$ cat src/tlsq_pkg.sv
// Shared types, codes and lamp patterns for the traffic light sequencer.
`timescale 1ns / 1ps

package tlsq_pkg;

	localparam int unsigned CLOCK_W = 17;
	localparam int unsigned CFG_DATA_W = 17;
	localparam int unsigned CFG_INDEX_W = 2;

	localparam logic [CLOCK_W-1:0] LAST_SECOND = 17'd86399;
	localparam logic [CLOCK_W-1:0] CLOCK_RESET = 17'd43200;
	localparam logic [CLOCK_W-1:0] START_RESET = 17'd21600;
	localparam logic [CLOCK_W-1:0] END_RESET = 17'd64800;
	localparam logic [3:0] GREEN_LIMIT_RESET = 4'd8;
	localparam logic [3:0] GREEN_COUNT_MAX = 4'd15;

	localparam logic [7:0] AMBER_MASK = 8'h22;

	localparam logic [2:0] MAIN_P1 = 3'd1;
	localparam logic [2:0] MAIN_P2 = 3'd2;
	localparam logic [2:0] MAIN_P3 = 3'd3;
	localparam logic [2:0] MAIN_P4 = 3'd4;
	localparam logic [2:0] MAIN_P5 = 3'd5;
	localparam logic [2:0] MAIN_P6 = 3'd6;

	localparam logic [1:0] TRAIN_P1 = 2'd1;
	localparam logic [1:0] TRAIN_P2 = 2'd2;
	localparam logic [1:0] TRAIN_P3 = 2'd3;

	typedef enum logic [2:0] {
		KIND_TICK = 3'd0,
		KIND_BUTTONS = 3'd1,
		KIND_MANUAL_ON = 3'd2,
		KIND_MANUAL_OFF = 3'd3,
		KIND_STEP = 3'd4,
		KIND_SET_CLOCK = 3'd5
	} kind_t;

	typedef enum logic [1:0] {
		CFG_START_TIME = 2'd0,
		CFG_END_TIME = 2'd1,
		CFG_GREEN_LIMIT = 2'd2
	} cfg_reg_t;

	typedef struct packed {
		logic [16:0] time_value;
		logic train_off_switch;
		logic train_on_switch;
		logic vehicle_sense_two;
		logic vehicle_sense_one;
		logic ped_button_two;
		logic ped_button_one;
		logic [2:0] kind;
	} in_item_t;

	typedef struct packed {
		logic [16:0] clock_now;
		logic in_window;
		logic [2:0] phase_now;
		logic [7:0] lamps;
	} out_item_t;

	// Lamp bits R1,A1,G1,P1,R2,A2,G2,P2 from bit 0 upward.
	function automatic logic [7:0] phase_lamps(input logic [2:0] phase);
		logic [7:0] lamps;
		case (phase)
			MAIN_P1: lamps = 8'h13;
			MAIN_P2: lamps = 8'h94;
			MAIN_P3: lamps = 8'h12;
			MAIN_P4: lamps = 8'h31;
			MAIN_P5: lamps = 8'h49;
			MAIN_P6: lamps = 8'h21;
			default: lamps = 8'h00;
		endcase
		return lamps;
	endfunction

endpackage

$ cat src/traffic_light_sequencer.sv
// Top level of the two-road traffic light sequencer with its time-of-day clock.
// Requests arrive on in_valid/in_ready with an in_item_t payload: second ticks,
// button and detector samples, manual mode commands and clock settings.
// Every accepted request produces exactly one result on out_valid/out_ready:
// the lamps, the main phase, the window flag and the clock after that request.
// A result is registered and appears in the cycle after its request is accepted, and a new
// request can be taken in every cycle while the receiver takes each result; the throughput of
// one request per cycle is set by the single result register that holds the next-state outcome.
// The result register only blocks intake while it holds a result that the
// receiver has not taken; a stalled receiver holds the result unchanged and
// in_ready stays low until out_ready is seen.
// Configuration writes use cfg_valid/cfg_ready, cfg_index and cfg_data and are
// always taken; they are meant to happen only while no request is in flight.
// Index 0 sets the window start, 1 the window end, 2 the green limit; other
// indexes are ignored.
// Asynchronous reset puts the clock at noon, the main phase at one, the train
// phase at three, all lamps off and the window at its default hours.
`timescale 1ns / 1ps

module traffic_light_sequencer (
	input logic clk,
	input logic arst_n,
	input logic in_valid,
	output logic in_ready,
	input tlsq_pkg::in_item_t in_item,
	output logic out_valid,
	input logic out_ready,
	output tlsq_pkg::out_item_t out_item,
	input logic cfg_valid,
	output logic cfg_ready,
	input logic [tlsq_pkg::CFG_INDEX_W-1:0] cfg_index,
	input logic [tlsq_pkg::CFG_DATA_W-1:0] cfg_data
);

	logic [16:0] start_time_q, end_time_q;
	logic [3:0] green_limit_q;
	logic [16:0] clock_q, clock_d;
	logic [2:0] main_phase_q, main_phase_d;
	logic [1:0] train_phase_q, train_phase_d;
	logic [3:0] green_count_q, green_count_d;
	logic ped_one_q, ped_one_d, ped_two_q, ped_two_d;
	logic det_one_q, det_one_d, det_two_q, det_two_d;
	logic train_mode_q, train_mode_d;
	logic manual_mode_q, manual_mode_d;
	logic step_q, step_d;
	logic [7:0] lamp_q, lamp_d;
	logic win_hit;
	logic accept;
	logic out_valid_q;
	tlsq_pkg::out_item_t out_item_q;
	logic [4:0] green_next;
	logic green_end_one, green_end_two;

	function automatic logic window_test(input logic [16:0] now, input logic [16:0] start_t,
			input logic [16:0] end_t);
		logic hit;
		if (start_t < end_t) begin
			hit = (now > start_t) && (now < end_t);
		end else begin
			hit = (now > start_t) || (now < end_t);
		end
		return hit;
	endfunction

	assign accept = in_valid && in_ready;
	assign in_ready = !out_valid_q || out_ready;
	assign cfg_ready = 1'b1;
	assign out_valid = out_valid_q;
	assign out_item = out_item_q;

	assign green_next = {1'b0, green_count_q} + 5'd1;
	assign green_end_one = (green_next > {1'b0, green_limit_q}) || ped_one_q
		|| (det_two_q && !det_one_q && !ped_two_q);
	assign green_end_two = (green_next > {1'b0, green_limit_q}) || ped_two_q
		|| (det_one_q && !det_two_q && !ped_one_q);

	always_comb begin
		clock_d = clock_q;
		main_phase_d = main_phase_q;
		train_phase_d = train_phase_q;
		green_count_d = green_count_q;
		ped_one_d = ped_one_q;
		ped_two_d = ped_two_q;
		det_one_d = det_one_q;
		det_two_d = det_two_q;
		train_mode_d = train_mode_q;
		manual_mode_d = manual_mode_q;
		step_d = step_q;
		lamp_d = lamp_q;
		win_hit = 1'b0;
		case (tlsq_pkg::kind_t'(in_item.kind))
			tlsq_pkg::KIND_TICK: begin
				clock_d = (clock_q == tlsq_pkg::LAST_SECOND) ? '0 : clock_q + 17'd1;
				win_hit = window_test(clock_d, start_time_q, end_time_q);
				if (manual_mode_q) begin
					if (!train_mode_q && main_phase_q >= tlsq_pkg::MAIN_P1
							&& main_phase_q <= tlsq_pkg::MAIN_P6) begin
						lamp_d = tlsq_pkg::phase_lamps(main_phase_q);
						if (step_q) begin
							main_phase_d = (main_phase_q == tlsq_pkg::MAIN_P6) ?
								tlsq_pkg::MAIN_P1 : main_phase_q + 3'd1;
							step_d = 1'b0;
						end
					end
				end else if (!win_hit) begin
					lamp_d = (lamp_q & tlsq_pkg::AMBER_MASK) ^ tlsq_pkg::AMBER_MASK;
				end else if (train_mode_q) begin
					case (train_phase_q)
						tlsq_pkg::TRAIN_P1: begin
							lamp_d = tlsq_pkg::phase_lamps(tlsq_pkg::MAIN_P1);
							train_phase_d = tlsq_pkg::TRAIN_P2;
							main_phase_d = tlsq_pkg::MAIN_P2;
							ped_one_d = 1'b0;
							ped_two_d = 1'b0;
							det_one_d = 1'b0;
							det_two_d = 1'b0;
						end
						tlsq_pkg::TRAIN_P2: begin
							lamp_d = tlsq_pkg::phase_lamps(tlsq_pkg::MAIN_P2);
							main_phase_d = tlsq_pkg::MAIN_P3;
						end
						tlsq_pkg::TRAIN_P3: begin
							lamp_d = tlsq_pkg::phase_lamps(tlsq_pkg::MAIN_P6);
							train_phase_d = tlsq_pkg::TRAIN_P1;
							main_phase_d = tlsq_pkg::MAIN_P1;
						end
						default: begin
						end
					endcase
				end else begin
					if (main_phase_q >= tlsq_pkg::MAIN_P1
							&& main_phase_q <= tlsq_pkg::MAIN_P6) begin
						lamp_d = tlsq_pkg::phase_lamps(main_phase_q);
					end
					case (main_phase_q)
						tlsq_pkg::MAIN_P1, tlsq_pkg::MAIN_P4: begin
							green_count_d = '0;
							main_phase_d = main_phase_q + 3'd1;
							train_phase_d = (main_phase_q == tlsq_pkg::MAIN_P1) ?
								tlsq_pkg::TRAIN_P2 : tlsq_pkg::TRAIN_P3;
							ped_one_d = 1'b0;
							ped_two_d = 1'b0;
							det_one_d = 1'b0;
							det_two_d = 1'b0;
						end
						tlsq_pkg::MAIN_P2, tlsq_pkg::MAIN_P5: begin
							green_count_d = green_next[4] ? tlsq_pkg::GREEN_COUNT_MAX
								: green_next[3:0];
							if (main_phase_q == tlsq_pkg::MAIN_P2 && green_end_one) begin
								main_phase_d = tlsq_pkg::MAIN_P3;
								train_phase_d = tlsq_pkg::TRAIN_P2;
							end
							if (main_phase_q == tlsq_pkg::MAIN_P5 && green_end_two) begin
								main_phase_d = tlsq_pkg::MAIN_P6;
								train_phase_d = tlsq_pkg::TRAIN_P3;
							end
						end
						tlsq_pkg::MAIN_P3: begin
							main_phase_d = tlsq_pkg::MAIN_P4;
							train_phase_d = tlsq_pkg::TRAIN_P3;
						end
						tlsq_pkg::MAIN_P6: begin
							main_phase_d = tlsq_pkg::MAIN_P1;
							train_phase_d = tlsq_pkg::TRAIN_P1;
						end
						default: begin
						end
					endcase
				end
			end
			tlsq_pkg::KIND_BUTTONS: begin
				ped_one_d = ped_one_q | in_item.ped_button_one;
				ped_two_d = ped_two_q | in_item.ped_button_two;
				det_one_d = det_one_q | in_item.vehicle_sense_one;
				det_two_d = det_two_q | in_item.vehicle_sense_two;
				if (in_item.train_on_switch) begin
					train_mode_d = 1'b1;
					main_phase_d = tlsq_pkg::MAIN_P6;
				end
				if (in_item.train_off_switch) begin
					train_mode_d = 1'b0;
				end
			end
			tlsq_pkg::KIND_MANUAL_ON: begin
				if (!manual_mode_q) begin
					manual_mode_d = 1'b1;
					main_phase_d = tlsq_pkg::MAIN_P1;
				end
			end
			tlsq_pkg::KIND_MANUAL_OFF: begin
				manual_mode_d = 1'b0;
			end
			tlsq_pkg::KIND_STEP: begin
				if (manual_mode_q) begin
					step_d = 1'b1;
				end
			end
			tlsq_pkg::KIND_SET_CLOCK: begin
				if (in_item.time_value <= tlsq_pkg::LAST_SECOND) begin
					clock_d = in_item.time_value;
				end
			end
			default: begin
			end
		endcase
	end

	always_ff @(posedge clk or negedge arst_n) begin
		if (!arst_n) begin
			start_time_q <= tlsq_pkg::START_RESET;
			end_time_q <= tlsq_pkg::END_RESET;
			green_limit_q <= tlsq_pkg::GREEN_LIMIT_RESET;
		end else if (cfg_valid && cfg_ready) begin
			case (tlsq_pkg::cfg_reg_t'(cfg_index))
				tlsq_pkg::CFG_START_TIME: start_time_q <= cfg_data[16:0];
				tlsq_pkg::CFG_END_TIME: end_time_q <= cfg_data[16:0];
				tlsq_pkg::CFG_GREEN_LIMIT: green_limit_q <= cfg_data[3:0];
				default: begin
				end
			endcase
		end
	end

	always_ff @(posedge clk or negedge arst_n) begin
		if (!arst_n) begin
			clock_q <= tlsq_pkg::CLOCK_RESET;
			main_phase_q <= tlsq_pkg::MAIN_P1;
			train_phase_q <= tlsq_pkg::TRAIN_P3;
			green_count_q <= '0;
			ped_one_q <= 1'b0;
			ped_two_q <= 1'b0;
			det_one_q <= 1'b0;
			det_two_q <= 1'b0;
			train_mode_q <= 1'b0;
			manual_mode_q <= 1'b0;
			step_q <= 1'b0;
			lamp_q <= '0;
		end else if (accept) begin
			clock_q <= clock_d;
			main_phase_q <= main_phase_d;
			train_phase_q <= train_phase_d;
			green_count_q <= green_count_d;
			ped_one_q <= ped_one_d;
			ped_two_q <= ped_two_d;
			det_one_q <= det_one_d;
			det_two_q <= det_two_d;
			train_mode_q <= train_mode_d;
			manual_mode_q <= manual_mode_d;
			step_q <= step_d;
			lamp_q <= lamp_d;
		end
	end

	always_ff @(posedge clk or negedge arst_n) begin
		if (!arst_n) begin
			out_valid_q <= 1'b0;
		end else if (accept) begin
			out_valid_q <= 1'b1;
		end else if (out_ready) begin
			out_valid_q <= 1'b0;
		end
	end

	always_ff @(posedge clk) begin
		if (accept) begin
			out_item_q.lamps <= lamp_d;
			out_item_q.phase_now <= main_phase_d;
			out_item_q.in_window <= window_test(clock_d, start_time_q, end_time_q);
			out_item_q.clock_now <= clock_d;
		end
	end

	a_result_follows: assert property (@(posedge clk) disable iff (!arst_n)
		accept |=> out_valid_q)
		else $error("Accepted request did not produce a result.");

	a_clock_range: assert property (@(posedge clk) disable iff (!arst_n)
		clock_q <= tlsq_pkg::LAST_SECOND)
		else $error("Time of day left its range.");

	a_phase_range: assert property (@(posedge clk) disable iff (!arst_n)
		main_phase_q >= tlsq_pkg::MAIN_P1 && main_phase_q <= tlsq_pkg::MAIN_P6)
		else $error("Main phase left its range.");

	a_train_phase: assert property (@(posedge clk) disable iff (!arst_n)
		train_phase_q != 2'd0)
		else $error("Train phase became zero.");

	a_result_matches_state: assert property (@(posedge clk) disable iff (!arst_n)
		accept |=> (out_item_q.clock_now == clock_q && out_item_q.lamps == lamp_q))
		else $error("Result does not match the updated state.");

endmodule

$ cat config.mk
export PLATFORM = sky130hd
export DESIGN_NAME = traffic_light_sequencer
export DESIGN_NICKNAME = d
export VERILOG_FILES = /design/src/tlsq_pkg.sv /design/src/traffic_light_sequencer.sv
export SDC_FILE = /design/constraint.sdc
export NUM_CORES = 1
export LEC_CHECK = 0
export BUFFER_PORTS_ARGS = -buffer_cell sky130_fd_sc_hd__buf_2
export CORE_ASPECT_RATIO = 0.6
export CORE_MARGIN = 3
export CORE_UTILIZATION = 48
export CTS_CLUSTER_DIAMETER = 150
export DETAILED_ROUTE_END_ITERATION = 12
export PLACE_DENSITY = 0.69
export SLEW_MARGIN = 25
export SYNTH_ARGS = -nofsm -noshare
export SYNTH_HDL_FRONTEND = slang
export SYNTH_SLANG_ARGS = --single-unit
$ cat constraint.sdc
create_clock -name clk -period 11.1 [get_ports clk]
set_input_delay 2.22 -clock clk [delete_from_list [all_inputs] [get_ports clk]]
set_output_delay 2.22 -clock clk [all_outputs]
set_load 0.02 [all_outputs]
==> flow_summary.json <==
{
  "ff_latch_area_um2": 2900,
  "gr-usage-met2_pct": 30.4,
  "placed_cell_area_um2": 8650,
  "clock-sinks": 109,
  "hp-class": "reg2reg",
  "syn_avg_cell_area_um2": 9.32,
  "end_kind": "register",
  "drive_gt1_share_pct": 19.7,
  "post_cts_resized": 0,
  "finalMaxSlewViolations": 0,
  "core_um2": 16400,
  "dp.final_hpwl_mm": 16.8,
  "htreeDepth": 3,
  "vdd_drop_max_v": 0.000114,
  "cp_data_arrival_time_ns": 5.83,
  "cts_buffers": 9,
  "crit_required_ns": 11.20,
  "cts_root_buf": "clkbuf_16",
  "fin_nets": 1077,
  "drc_errors": 0,
  "synth-edff-count": 29,
  "start_util_pct": 49.4,
  "ys_warn_count": 0,
  "clock_path_buffers": 2,
  "num-fill-cells": 1553,
  "pwr_density_cell_nw_per_um2": 206,
  "grt_pass1_wl_mm": 35.8,
  "die-area_um2": 18500,
  "grt_max_degree": 48,
  "antenna_found_initial": 0,
  "portBuffers": 80,
  "busiest_layer": "met1",
  "antenna_cells": 0,
  "met3_usage_pct": 6.26,
  "slew_headroom_pct": 38.7,
  "clock_latency_ns": 0.36,
  "p_leak_nw": 4.02,
  "mostFrequentLayoutCell": "ha_1",
  "gp_congestion": 0.974,
  "crit_fanout": 18,
  "dr_total_vias": 6979,
  "ff2ff_setup_slack_ns": 6.15,
  "final_cell_mix": "ha_1, nand2_1, buf_2",
  "fmax_mhz": 175,
  "cp-start-kind": "primary input",
  "cts_tree": "yes",
  "fin_crit_ns": 5.72,
  "fin_setup_tns_ns": 0,
  "routed_via_density": 6.00,
  "track_usage_pct": 24.3,
  "die_h_um": 107,
  "wl_mm": 21.9,
  "multi_input_area_um2": 4830,
  "finClkSkew_ns": 0.00882,
  "synthCells": 870,
  "postCtsSetupBuffers": 0,
  "grt_setup_unrepaired": "false",
  "rows": 36,
  "dr.first_iter.drc_count": 732,
  "synth_flop_cell": "dfrtp_1",
  "max_cap_viol_count": 0,
  "fin_area_um2": 8950,
  "period_share_pct": 51.5,
  "run_status": "finished, final reports clean",
  "synth_seq_area_share_pct": 35.8,
  "synth_seq_cells": 109,
  "tightest_slew_ns": 0.919,
  "synth_area_um2": 8110,
  "total_power_mw": 1.84,
  "path_class": "in2reg",
  "gr-total-overflow": 0,
  "area_growth_syn_to_layout_pct": 10.5,
  "hold_viol_final": 0,
  "syn_nets": 1017,
  "clkTransAtPathRegs_ns": 0.07,
  "grt_pass1_vias": 6368,
  "ant_nets": 0,
  "dieWidth_um": 174,
  "yosysUniqueCellTypes": 85,
  "setup_viol_count_final": 0,
  "synthArstFlopShare_pct": 73.4,
  "met1_usage_pct": 40.9,
  "ios": 82,
  "ctsHoldBuffers": 0,
  "drt_first_pass_iters": 5,
  "wl_per_cell_um": 18.8
}
-- sequential cells by signal (all words and copies together), names as in the netlist --
| name | flops |
|---|---|
| det_two_q | 1 |
| train_phase_q | 2 |
| out_item | 29 |
| clock_q | 17 |
| end_time_q | 17 |
| manual_mode_q | 1 |
| det_one_q | 1 |
| lamp_q | 8 |
| main_phase_q | 3 |
| step_q | 1 |
| green_count_q | 4 |
| train_mode_q | 1 |
| ped_two_q | 1 |
| ped_one_q | 1 |
| start_time_q | 17 |
| out_valid | 1 |
| green_limit_q | 4 |
-- cells in the mapped netlist, types with 7 or more instances --
master / number / area share [%]
a21oi_1: 62 / 3.8
nand2b_1: 8 / 0.62
nand3_1: 18 / 1.1
a22oi_1: 10 / 0.93
xor2_1: 7 / 0.76
mux2i_1: 9 / 1.1
o31ai_1: 7 / 0.65
nor2_1: 71 / 3.3
dfstp_2: 22 / 7.1
clkbuf_1: 20 / 0.93
xnor2_1: 10 / 1.1
a221o_1: 8 / 0.99
edfxtp_1: 29 / 11
mux2_2: 29 / 4.0
nor3_1: 17 / 1.0
ha_1: 97 / 15
dfrtp_1: 58 / 18
a21o_1: 16 / 1.5
nor3b_1: 7 / 0.65
a31oi_1: 14 / 1.1
o21ai_0: 56 / 3.5
nand2_1: 88 / 4.1
nand4_1: 16 / 1.2
inv_1: 46 / 2.1
nor2b_1: 7 / 0.54
buf_2: 7 / 0.43
and3_1: 7 / 0.54
-- worst paths after layout --
path | to | depth (start not counted) | start
max | out_item[11] | 13 | in_item[1]
max in group asynchronous | train_phase_q[0] | 2 | arst_n
max reg2reg | lamp_q[2] | 14 | clock_q[6]
min in group asynchronous | start_time_q[13] | 1 | arst_n
min reg2reg | end_time_q[16] | 1 | end_time_q[16]
min | end_time_q[16] | 1 | end_time_q[16]
-- worst max-delay path, stage by stage --
cell and delay (ns):
buf_2 0.15, inv_1 0.10, and3_1 0.25, a21boi_4 0.57, or2_2 0.28, o21ai_0 0.10
a221o_1 0.37, ha_1 0.33, nand4_1 0.10, or2_2 0.34, a2111oi_0 0.51, nor4b_1 0.13
maj3_1 0.36
-- logic make-up (layout without fill, tap and decap cells) --
kind of cell | after synthesis | after routing | synth area share [%]
and+or+nand+nor | 287 | 287 | 18.2
xor gates and xnor gates | 17 | 17 | 1.84
other | 1 | 1 | 0.0463
DFF | 109 | 109 | 35.8
muxes | 39 | 39 | 5.28
adders and majority gates | 98 | 98 | 15.1
AOI/OAI and AO/OA | 233 | 233 | 19.0
buffers and inverters | 86 | 151 | 4.74
-- metrics by stage --
step	util (%)	hold WS [ns]	cells	setup slack [ns]
final	54.6	0.507	1163	5.38
after global routing	54.6	0.522	1163	5.09
after CTS	54.5	0.511	1162	5.50
after detailed placement	52.7	0.494	1146	5.13
after global placement	52.7	0.489	1146	5.33
after floorplan	-	0.477	870	5.79
-- metal layers --
| metal | share of wire, % | wire, um |
|---|---|---|
| met5 | 0 | 0 |
| met4 | 0.77 | 168 |
| met3 | 11 | 2470 |
| met2 | 36 | 7870 |
| met1 | 52 | 11400 |
-- where the power goes --
group / internal [mW] / switching (mW) / total [mW] / leakage, nW
Clock: 0.168 / 0.157 / 0.325 / 0.148
Sequential: 0.523 / 0.114 / 0.637 / 1.20
Combinational: 0.351 / 0.529 / 0.880 / 2.67
Total: 1.04 / 0.800 / 1.84 / 4.02
-- area by class of cell --
type,instances,share of cell area (%)
clock inverter,5,0.475
clock buffer,11,2.82
multi-input combinational,675,54.0
tap,228,3.19
timing repair buffer,87,5.13
inverter,48,2.01
sequential,109,32.4
(Power assumes the default switching activity.)
